## config.mk

```make
export PLATFORM = sky130hd
export DESIGN_NAME = quadrant_glyph_block_quantizer
export DESIGN_NICKNAME = d
export VERILOG_FILES = /design/src/qgbq_pkg.sv /design/src/qgbq_luma.sv /design/src/qgbq_mean.sv /design/src/qgbq_split.sv /design/src/qgbq_color.sv /design/src/quadrant_glyph_block_quantizer.sv
export SDC_FILE = /design/constraint.sdc
export NUM_CORES = 2
export LEC_CHECK = 0
export ABC_AREA = 1
export BUFFER_PORTS_ARGS = -buffer_cell sky130_fd_sc_hd__buf_2
export CAP_MARGIN = 20
export CORE_MARGIN = 1.5
export CORE_UTILIZATION = 55
export CTS_CLUSTER_SIZE = 30
export DETAILED_ROUTE_END_ITERATION = 6
export PLACE_DENSITY = 0.72
export REMOVE_ABC_BUFFERS = 1
export SETUP_SLACK_MARGIN = 0.4
export SLEW_MARGIN = 10
export SYNTH_ARGS = -nofsm -noshare
export SYNTH_HDL_FRONTEND = slang
export SYNTH_SLANG_ARGS = --single-unit
```

## constraint.sdc

```tcl
create_clock -name clk -period 32 [get_ports clk]
set_clock_uncertainty 0.2 [all_clocks]
set_input_delay 4.8 -clock clk [delete_from_list [all_inputs] [get_ports clk]]
set_output_delay 4.8 -clock clk [all_outputs]
set_load 0.1 [all_outputs]
```

## src/qgbq_pkg.sv

```systemverilog
// ----------------------------------------------------------------------------
// qgbq_pkg
// Shared types, weights, glyph table and small constant dividers for the
// quadrant glyph block quantizer.
// ----------------------------------------------------------------------------
package qgbq_pkg;

	localparam int LumaW = 18;   // widest luma sum: 255 * 1024
	localparam int SumW  = 20;   // four luma values
	localparam int CntW  = 3;    // 0..4 pixels
	localparam int ChW   = 10;   // four 8-bit channel values

	// mean luma weights
	localparam logic [LumaW-1:0] MeanWr = 18'd218;
	localparam logic [LumaW-1:0] MeanWg = 18'd732;
	localparam logic [LumaW-1:0] MeanWb = 18'd74;
	// pixel luma weights
	localparam logic [LumaW-1:0] PixWr  = 18'd299;
	localparam logic [LumaW-1:0] PixWg  = 18'd587;
	localparam logic [LumaW-1:0] PixWb  = 18'd114;

	// reciprocals of three: exact below 2^21 and 2^11 respectively
	localparam logic [40:0] RecipMean = 41'd699051;
	localparam logic [20:0] RecipChan = 21'd683;

	localparam logic [3:0] PatNone = 4'd0;
	localparam logic [3:0] PatFull = 4'd15;

	typedef struct packed {
		logic [7:0] r;
		logic [7:0] g;
		logic [7:0] b;
	} px_t;

	// after luma weighting
	typedef struct packed {
		px_t [3:0]              px;
		logic [3:0]             mask;
		logic [3:0][LumaW-1:0]  ym;
		logic [3:0][LumaW-1:0]  yl;
	} luma_t;

	// after masked sum
	typedef struct packed {
		px_t [3:0]              px;
		logic [3:0]             mask;
		logic [3:0][LumaW-1:0]  yl;
		logic [SumW-1:0]        sum;
		logic [CntW-1:0]        cnt;
	} msum_t;

	// after mean division
	typedef struct packed {
		px_t [3:0]              px;
		logic [3:0]             mask;
		logic [3:0][LumaW-1:0]  yl;
		logic [LumaW-1:0]       mean;
	} mean_t;

	// after foreground / background split
	typedef struct packed {
		logic [3:0]             pattern;
		logic [2:0][ChW-1:0]    fg_sum;   // r, g, b
		logic [2:0][ChW-1:0]    bg_sum;
		logic [CntW-1:0]        fg_n;
		logic [CntW-1:0]        bg_n;
	} split_t;

	// result cell
	typedef struct packed {
		logic [13:0] glyph;
		logic [3:0]  pattern;
		px_t         fg;
		px_t         bg;
	} cell_t;

	// quadrant block code points
	function automatic logic [13:0] glyph_of(input logic [3:0] pat);
		logic [13:0] code;
		case (pat)
			4'd0:    code = 14'h0020;
			4'd1:    code = 14'h2598;
			4'd2:    code = 14'h259D;
			4'd3:    code = 14'h2580;
			4'd4:    code = 14'h2596;
			4'd5:    code = 14'h258C;
			4'd6:    code = 14'h259E;
			4'd7:    code = 14'h259B;
			4'd8:    code = 14'h2597;
			4'd9:    code = 14'h259A;
			4'd10:   code = 14'h2590;
			4'd11:   code = 14'h259C;
			4'd12:   code = 14'h2584;
			4'd13:   code = 14'h2599;
			4'd14:   code = 14'h259F;
			default: code = 14'h2588;
		endcase
		return code;
	endfunction

	// luma sum over 1..4 pixels divided by the pixel count
	function automatic logic [LumaW-1:0] mean_div(input logic [SumW-1:0] sum,
		input logic [CntW-1:0] cnt);
		logic [40:0]      prod;
		logic [LumaW-1:0] q;
		prod = 41'(sum) * RecipMean;
		case (cnt)
			3'd1:    q = sum[17:0];
			3'd2:    q = sum[18:1];
			3'd3:    q = prod[38:21];
			3'd4:    q = sum[19:2];
			default: q = '0;
		endcase
		return q;
	endfunction

	// channel sum over 1..4 pixels divided by the pixel count
	function automatic logic [7:0] chan_div(input logic [ChW-1:0] sum,
		input logic [CntW-1:0] cnt);
		logic [20:0] prod;
		logic [7:0]  q;
		prod = 21'(sum) * RecipChan;
		case (cnt)
			3'd1:    q = sum[7:0];
			3'd2:    q = sum[8:1];
			3'd3:    q = prod[18:11];
			3'd4:    q = sum[9:2];
			default: q = '0;
		endcase
		return q;
	endfunction

endpackage

```

## src/qgbq_luma.sv

```systemverilog
// ----------------------------------------------------------------------------
// qgbq_luma
// Stage 1: drops blocks with an empty mask and weighs every pixel with both
// luma weight sets.
// ----------------------------------------------------------------------------
module qgbq_luma (
	input  logic                clk,
	input  logic                arst_n,
	input  logic                in_valid,
	output logic                in_ready,
	input  qgbq_pkg::px_t [3:0] in_px,
	input  logic [3:0]          in_mask,
	output logic                out_valid,
	input  logic                out_ready,
	output qgbq_pkg::luma_t     out_data
);

	logic            valid_s1;
	qgbq_pkg::luma_t data_s1;
	qgbq_pkg::luma_t data_d;
	logic            keep;

	assign in_ready = !valid_s1 || out_ready;
	assign keep     = in_valid && (in_mask != 4'd0);

	// constant-weight products per pixel
	always_comb begin
		data_d.px   = in_px;
		data_d.mask = in_mask;
		for (int i = 0; i < 4; i++) begin
			data_d.ym[i] = 18'(in_px[i].r) * qgbq_pkg::MeanWr
				+ 18'(in_px[i].g) * qgbq_pkg::MeanWg
				+ 18'(in_px[i].b) * qgbq_pkg::MeanWb;
			data_d.yl[i] = 18'(in_px[i].r) * qgbq_pkg::PixWr
				+ 18'(in_px[i].g) * qgbq_pkg::PixWg
				+ 18'(in_px[i].b) * qgbq_pkg::PixWb;
		end
	end

	always_ff @(posedge clk or negedge arst_n) begin
		if (!arst_n) begin
			valid_s1 <= 1'b0;
		end else if (in_ready) begin
			valid_s1 <= keep;
		end
	end

	always_ff @(posedge clk) begin
		if (in_ready && keep) begin
			data_s1 <= data_d;
		end
	end

	assign out_valid = valid_s1;
	assign out_data  = data_s1;

endmodule

```

## src/qgbq_mean.sv

```systemverilog
// ----------------------------------------------------------------------------
// qgbq_mean
// Stages 2 and 3: masked luma sum with pixel count, then division of the sum
// by the count (shift, or reciprocal multiply for three pixels).
// ----------------------------------------------------------------------------
module qgbq_mean (
	input  logic            clk,
	input  logic            arst_n,
	input  logic            in_valid,
	output logic            in_ready,
	input  qgbq_pkg::luma_t in_data,
	output logic            out_valid,
	input  logic            out_ready,
	output qgbq_pkg::mean_t out_data
);

	logic            valid_s2, valid_s3;
	logic            ready_s3;
	qgbq_pkg::msum_t data_s2, sum_d;
	qgbq_pkg::mean_t data_s3, mean_d;

	assign ready_s3 = !valid_s3 || out_ready;
	assign in_ready = !valid_s2 || ready_s3;

	// masked sum and count
	always_comb begin
		sum_d.px   = in_data.px;
		sum_d.mask = in_data.mask;
		sum_d.yl   = in_data.yl;
		sum_d.sum  = '0;
		for (int i = 0; i < 4; i++) begin
			if (in_data.mask[i]) begin
				sum_d.sum = sum_d.sum + qgbq_pkg::SumW'(in_data.ym[i]);
			end
		end
		sum_d.cnt = qgbq_pkg::CntW'($countones(in_data.mask));
	end

	// truncated mean
	always_comb begin
		mean_d.px   = data_s2.px;
		mean_d.mask = data_s2.mask;
		mean_d.yl   = data_s2.yl;
		mean_d.mean = qgbq_pkg::mean_div(data_s2.sum, data_s2.cnt);
	end

	always_ff @(posedge clk or negedge arst_n) begin
		if (!arst_n) begin
			valid_s2 <= 1'b0;
			valid_s3 <= 1'b0;
		end else begin
			if (in_ready) begin
				valid_s2 <= in_valid;
			end
			if (ready_s3) begin
				valid_s3 <= valid_s2;
			end
		end
	end

	always_ff @(posedge clk) begin
		if (in_ready && in_valid) begin
			data_s2 <= sum_d;
		end
		if (ready_s3 && valid_s2) begin
			data_s3 <= mean_d;
		end
	end

	assign out_valid = valid_s3;
	assign out_data  = data_s3;

endmodule

```

## src/qgbq_split.sv

```systemverilog
// ----------------------------------------------------------------------------
// qgbq_split
// Stage 4: compares each valid pixel against the mean and accumulates the
// channel sums and pixel counts of the bright and dark groups.
// ----------------------------------------------------------------------------
module qgbq_split (
	input  logic             clk,
	input  logic             arst_n,
	input  logic             in_valid,
	output logic             in_ready,
	input  qgbq_pkg::mean_t  in_data,
	output logic             out_valid,
	input  logic             out_ready,
	output qgbq_pkg::split_t out_data
);

	logic             valid_s4;
	qgbq_pkg::split_t data_s4, split_d;
	logic [3:0]       bright;

	assign in_ready = !valid_s4 || out_ready;

	// per-pixel threshold and group sums
	always_comb begin
		split_d = '0;
		for (int i = 0; i < 4; i++) begin
			bright[i] = in_data.mask[i] && (in_data.yl[i] >= in_data.mean);
		end
		split_d.pattern = bright;
		for (int i = 0; i < 4; i++) begin
			if (bright[i]) begin
				split_d.fg_sum[2] = split_d.fg_sum[2] + qgbq_pkg::ChW'(in_data.px[i].r);
				split_d.fg_sum[1] = split_d.fg_sum[1] + qgbq_pkg::ChW'(in_data.px[i].g);
				split_d.fg_sum[0] = split_d.fg_sum[0] + qgbq_pkg::ChW'(in_data.px[i].b);
				split_d.fg_n      = split_d.fg_n + 3'd1;
			end else if (in_data.mask[i]) begin
				split_d.bg_sum[2] = split_d.bg_sum[2] + qgbq_pkg::ChW'(in_data.px[i].r);
				split_d.bg_sum[1] = split_d.bg_sum[1] + qgbq_pkg::ChW'(in_data.px[i].g);
				split_d.bg_sum[0] = split_d.bg_sum[0] + qgbq_pkg::ChW'(in_data.px[i].b);
				split_d.bg_n      = split_d.bg_n + 3'd1;
			end
		end
	end

	always_ff @(posedge clk or negedge arst_n) begin
		if (!arst_n) begin
			valid_s4 <= 1'b0;
		end else if (in_ready) begin
			valid_s4 <= in_valid;
		end
	end

	always_ff @(posedge clk) begin
		if (in_ready && in_valid) begin
			data_s4 <= split_d;
		end
	end

	assign out_valid = valid_s4;
	assign out_data  = data_s4;

endmodule

```

## src/qgbq_color.sv

```systemverilog
// ----------------------------------------------------------------------------
// qgbq_color
// Stage 5: channel means of both groups, empty-group substitution, glyph
// lookup. Its register is the output register of the block.
// ----------------------------------------------------------------------------
module qgbq_color (
	input  logic             clk,
	input  logic             arst_n,
	input  logic             in_valid,
	output logic             in_ready,
	input  qgbq_pkg::split_t in_data,
	output logic             out_valid,
	input  logic             out_ready,
	output qgbq_pkg::cell_t  out_data
);

	logic            valid_s5;
	qgbq_pkg::cell_t data_s5, cell_d;
	qgbq_pkg::px_t   fg_mean, bg_mean;
	logic [3:0]      pat;

	assign in_ready = !valid_s5 || out_ready;

	// group means; a count of zero yields zero
	always_comb begin
		fg_mean.r = qgbq_pkg::chan_div(in_data.fg_sum[2], in_data.fg_n);
		fg_mean.g = qgbq_pkg::chan_div(in_data.fg_sum[1], in_data.fg_n);
		fg_mean.b = qgbq_pkg::chan_div(in_data.fg_sum[0], in_data.fg_n);
		bg_mean.r = qgbq_pkg::chan_div(in_data.bg_sum[2], in_data.bg_n);
		bg_mean.g = qgbq_pkg::chan_div(in_data.bg_sum[1], in_data.bg_n);
		bg_mean.b = qgbq_pkg::chan_div(in_data.bg_sum[0], in_data.bg_n);
	end

	// one-sided blocks copy the other color and go blank or full
	always_comb begin
		pat       = in_data.pattern;
		cell_d.fg = fg_mean;
		cell_d.bg = bg_mean;
		if (in_data.fg_n == 3'd0) begin
			cell_d.fg = bg_mean;
			pat       = qgbq_pkg::PatNone;
		end
		if (in_data.bg_n == 3'd0) begin
			cell_d.bg = fg_mean;
			pat       = qgbq_pkg::PatFull;
		end
		cell_d.pattern = pat;
		cell_d.glyph   = qgbq_pkg::glyph_of(pat);
	end

	always_ff @(posedge clk or negedge arst_n) begin
		if (!arst_n) begin
			valid_s5 <= 1'b0;
		end else if (in_ready) begin
			valid_s5 <= in_valid;
		end
	end

	always_ff @(posedge clk) begin
		if (in_ready && in_valid) begin
			data_s5 <= cell_d;
		end
	end

	assign out_valid = valid_s5;
	assign out_data  = data_s5;

endmodule

```

## src/quadrant_glyph_block_quantizer.sv

```systemverilog
// ----------------------------------------------------------------------------
// quadrant_glyph_block_quantizer
// Turns a 2x2 RGB pixel block into one two-color quadrant character cell.
//
//   Channel  Dir  Payload
//   s_*      in   four 24-bit pixels TL, TR, BL, BR, 4-bit valid mask
//   m_*      out  glyph code, pattern, foreground RGB, background RGB
//
// Five register stages: luma weighting, masked sum, mean division, group
// split, group means with glyph lookup. One block enters per cycle unless
// m_tready stalls a full pipeline; results leave from the fifth register.
// Blocks with an empty mask are accepted and give no result.
// Reset clears the stage valid bits only. Each stage holds while its
// successor is full and stalled, so bubbles are squeezed out under stalls.
// ----------------------------------------------------------------------------
module quadrant_glyph_block_quantizer (
	input  logic         clk,
	input  logic         arst_n,
	input  logic         s_tvalid,
	output logic         s_tready,
	// top_left_rgb, top_right_rgb, bottom_left_rgb, bottom_right_rgb,
	// valid_mask, zero fill
	input  logic [103:0] s_tdata,
	output logic         m_tvalid,
	input  logic         m_tready,
	// glyph_code, pattern_bits, fg_red, fg_green, fg_blue,
	// bg_red, bg_green, bg_blue, zero fill
	output logic [71:0]  m_tdata
);

	qgbq_pkg::luma_t  luma;
	qgbq_pkg::mean_t  mean;
	qgbq_pkg::split_t split;
	qgbq_pkg::cell_t  glyph_cell;
	logic             luma_valid, luma_ready;
	logic             mean_valid, mean_ready;
	logic             split_valid, split_ready;

	qgbq_luma u_luma (
		.clk       (clk),
		.arst_n    (arst_n),
		.in_valid  (s_tvalid),
		.in_ready  (s_tready),
		.in_px     (s_tdata[95:0]),
		.in_mask   (s_tdata[99:96]),
		.out_valid (luma_valid),
		.out_ready (luma_ready),
		.out_data  (luma)
	);

	qgbq_mean u_mean (
		.clk       (clk),
		.arst_n    (arst_n),
		.in_valid  (luma_valid),
		.in_ready  (luma_ready),
		.in_data   (luma),
		.out_valid (mean_valid),
		.out_ready (mean_ready),
		.out_data  (mean)
	);

	qgbq_split u_split (
		.clk       (clk),
		.arst_n    (arst_n),
		.in_valid  (mean_valid),
		.in_ready  (mean_ready),
		.in_data   (mean),
		.out_valid (split_valid),
		.out_ready (split_ready),
		.out_data  (split)
	);

	qgbq_color u_color (
		.clk       (clk),
		.arst_n    (arst_n),
		.in_valid  (split_valid),
		.in_ready  (split_ready),
		.in_data   (split),
		.out_valid (m_tvalid),
		.out_ready (m_tready),
		.out_data  (glyph_cell)
	);

	// pack the result transaction, first field lowest
	assign m_tdata = {6'd0,
		glyph_cell.bg.b, glyph_cell.bg.g, glyph_cell.bg.r,
		glyph_cell.fg.b, glyph_cell.fg.g, glyph_cell.fg.r,
		glyph_cell.pattern, glyph_cell.glyph};

endmodule
```

==> impl_metrics.yaml <==
routing:
  ant_nets: 0
  drc_errors: 0
  wl_met2_mm: 107
  top_layer: "met5"
  routedWlPerCell_um: 18.7
  drt-initial-drc-count: 5322
  routed_wl_mm: 229
  drtPass1Iterations: 6
  route.vias.total: 66700
  vias_per_cell: 5.46
  wl_met1_mm: 99.1
  route.met3.wl_mm: 13.6
sta:
  fin_crit_sh_pct: 36.6
  finalSetupViolCount: 0
  fin_setup_tns_ns: 0
  rsz0062_at_grt: "no"
  max_freq_ghz: 0.0853
  slew_headroom_pct: 33.2
  tightest_slew_ns: 1.00
  period_minus_slack_ns: 11.72
  hold_viol_final: 0
  drv_slew: 0
  worst_slack_ns: 20.28
yosys:
  ys_ff_latch: 758
  yosys.area_share.simple_pct: 13.1
  muxShareOfSynthArea_pct: 0
  synth.distinct_cells: 63
  synth_top_area_share_pct: 25.2
  yosys.area.top_type: "edfxtp_1"
  synthAdderAreaFrac_pct: 40.3
  synthArstFlopShare_pct: 0.660
  synth-edff-count: 753
  ys.flop_type: "edfxtp_1"
  avgSynthCellArea_um2: 9.15
  yosysWarnings: 0
  synth-compound-area-share_pct: 7.49
  syn_inst: 9788
  yosysSeqAreaShare_pct: 25.4
  synth-xor-area-share_pct: 4.06
  syn_area_um2: 89600
  synth_top_family_by_area: "adder cells"
  synth_area_leaders: "edfxtp_1 25%, ha_1 23%, fa_1 17%"
clock_network:
  cts_resized: 0
  clk_latency_ns: 0.71
  clkSinkCount: 758
  cts_tree: "built"
  cts_hold_buf: 0
  post_cts_buffers: 0
  numCtsBuffers: 84
  cts_root_buf: "clkbuf_16"
  clk_pin_slew_ns: 0.07
  ctsLongestPathBuffers: 3
  htree_num_levels: 3
setup_path:
  rr_worst_depth: 38
  r2r_end: "u_split.out_data[25]"
  critPathTopFamily: "simple AND/OR/NAND/NOR gates"
  worstSetupStartpoint: "m_tready"
  path_class: "in -> out"
  critical_path_buf_inv_count: 7
  worstSetupStartpointType: "primary input"
  critPathMaxFanout: 3
  max_stage_delay_ns: 0.40
  crit_slowest_cell: "nor2_1"
  cp.arrival_ns: 6.72
  path_cells: "buf_2 -> nor2_1 -> inv_1 -> nor2_1 -> inv_1 -> nor2_1 -> inv_1 -> nor2_1 -> inv_1 -> nor2_1 -> inv_1 -> buf_2"
  critPathRequiredTime_ns: 27.00
  r2r-start: "u_mean.out_data[3]"
  r2r_setup_slack_ns: 24.29
  cp-end-kind: "output pin"
die:
  fp-row-count: 147
  io_pins: 182
  die_h_um: 407
  die_x_um: 407
  start_util_pct: 55.6
  dieArea_um2: 165000
  core_area_um2: 161000
layout:
  layoutNonFillerInstCount: 12200
  nets: 12500
  multi_input_area_um2: 58300
  seqCellArea_um2: 22700
  drive_gt1_share_pct: 3.95
  num-fill-cells: 13900
  area_delta_synth_final_pct: 6.94
global_routing:
  grt_max_degree: 168
  grt_pass1_vias: 66200
  overflow: 0
  antenna_found_initial: 8
  grt_pass1_wl_mm: 358
  grt_usage_pct: 27.9
placed_design:
  dp_hpwl_mm: 190
  place.gp.congestion: 1.00
  dp_cells: 12100
  preCtsSetupSlack_ns: 20.20
  io_buffers: 167
min_path:
  whs_path_depth: 0
  hold_path_class: "reg -> reg"
  worst_hold_path.endpoint: "u_mean.data_s2[181]"
  min_from: "u_luma.out_data[230]"
run:
  max_cap_violations: 0
outcome:
  outcome: "completed"
## cells in the mapped netlist (all sizes together) (11+ instances only)
master   number
a21boi       15
a21o         49
a21oi       625
a31oi        38
and2         72
buf          60
clkbuf       28
edfxtp      753
fa          774
ha         1649
inv        2139
nand2      1617
nand3       483
nand3b       38
nand4        70
nor2        366
nor3         55
nor4         11
o2111ai      21
o211ai       11
o21a         12
o21ai       299
o21bai       42
o22ai        54
or2          38
xnor2       168
xor2        247
## cells in the final DEF (no fill, tap or decap), drive strengths merged, types with 201 or more instances in the layout
| master | count |
|---|---|
| inv | 2150 |
| ha | 1649 |
| nand2 | 1617 |
| fa | 774 |
| edfxtp | 753 |
| a21oi | 625 |
| nand3 | 483 |
| nor2 | 366 |
| o21ai | 299 |
| xor2 | 247 |
| buf | 201 |
## state kept, by name, summed over array words and instances (netlist names)
register and count:
u_luma.out_data 240, u_mean.data_s2 194, u_mean.out_data 190, u_split.out_data 70, u_color.out_data 59, u_color.out_valid 1
u_luma.out_valid 1, u_mean.out_valid 1, u_mean.valid_s2 1, u_split.out_valid 1
## logic make-up (layout without fill, tap and decap cells)
kind of cell | after synthesis | after routing
buffers and inverters | 2232 | 2501
adders and majority gates | 2423 | 2423
and+or+nand+nor | 2753 | 2753
AOI/OAI and AO/OA | 1206 | 1206
xor gates and xnor gates | 415 | 415
other | 1 | 13
DFF | 758 | 758
## final cells by class
cell class,count,area share (%)
multi-input cells,6807,60.9
flip-flops and latches,758,23.7
inverters,2144,8.42
well taps,2160,2.82
clock buffers,104,2.31
repair buffers,201,1.17
clock inverters,52,0.649
diodes,3,0.00784
## metrics by stage
stage / hold slack [ns] / util, % / instance area, um2
floorplan: 0.200 / - / 89100
global placement: 0.201 / 57.7 / 92900
detailed placement: 0.205 / 57.7 / 92900
CTS: 0.191 / 59.4 / 95800
global route: 0.202 / 59.4 / 95800
finish: 0.199 / 59.4 / 95800
## per-layer routing
metal / vias to the layer above / global-route usage (%)
li1: 32400 / -
met1: 31900 / 37.6
met2: 2029 / 46.6
met3: 388 / 3.30
met4: 10 / 9.84
met5: - / 0
## worst reg2reg max path: cells and delay by family (launching register included)
| kind | cells | cell delay [ns] |
|---|---|---|
| simple gates | 24 | 3.37 |
| fa+ha+maj | 4 | 1.38 |
| buf+inv | 4 | 1.00 |
| compound gates | 5 | 1.00 |
| flops | 1 | 0.36 |
| xor+xnor | 1 | 0.13 |
## how the worst max path moves through the flow
| stage | slack [ns] | to | depth (start not counted) |
|---|---|---|---|
| CTS | 20.19 | s_tready | 12 |
| global placement | 20.20 | s_tready | 12 |
| floorplan | 15.66 | u_luma.out_data[0] | 10 |
| finish | 20.28 | s_tready | 12 |
| detailed placement | 20.20 | s_tready | 12 |
| global route | 20.12 | s_tready | 12 |
Power is left out: the tool's default activity adds up to more than one toggle a clock period on the data nets, which glitch-free logic cannot reach.
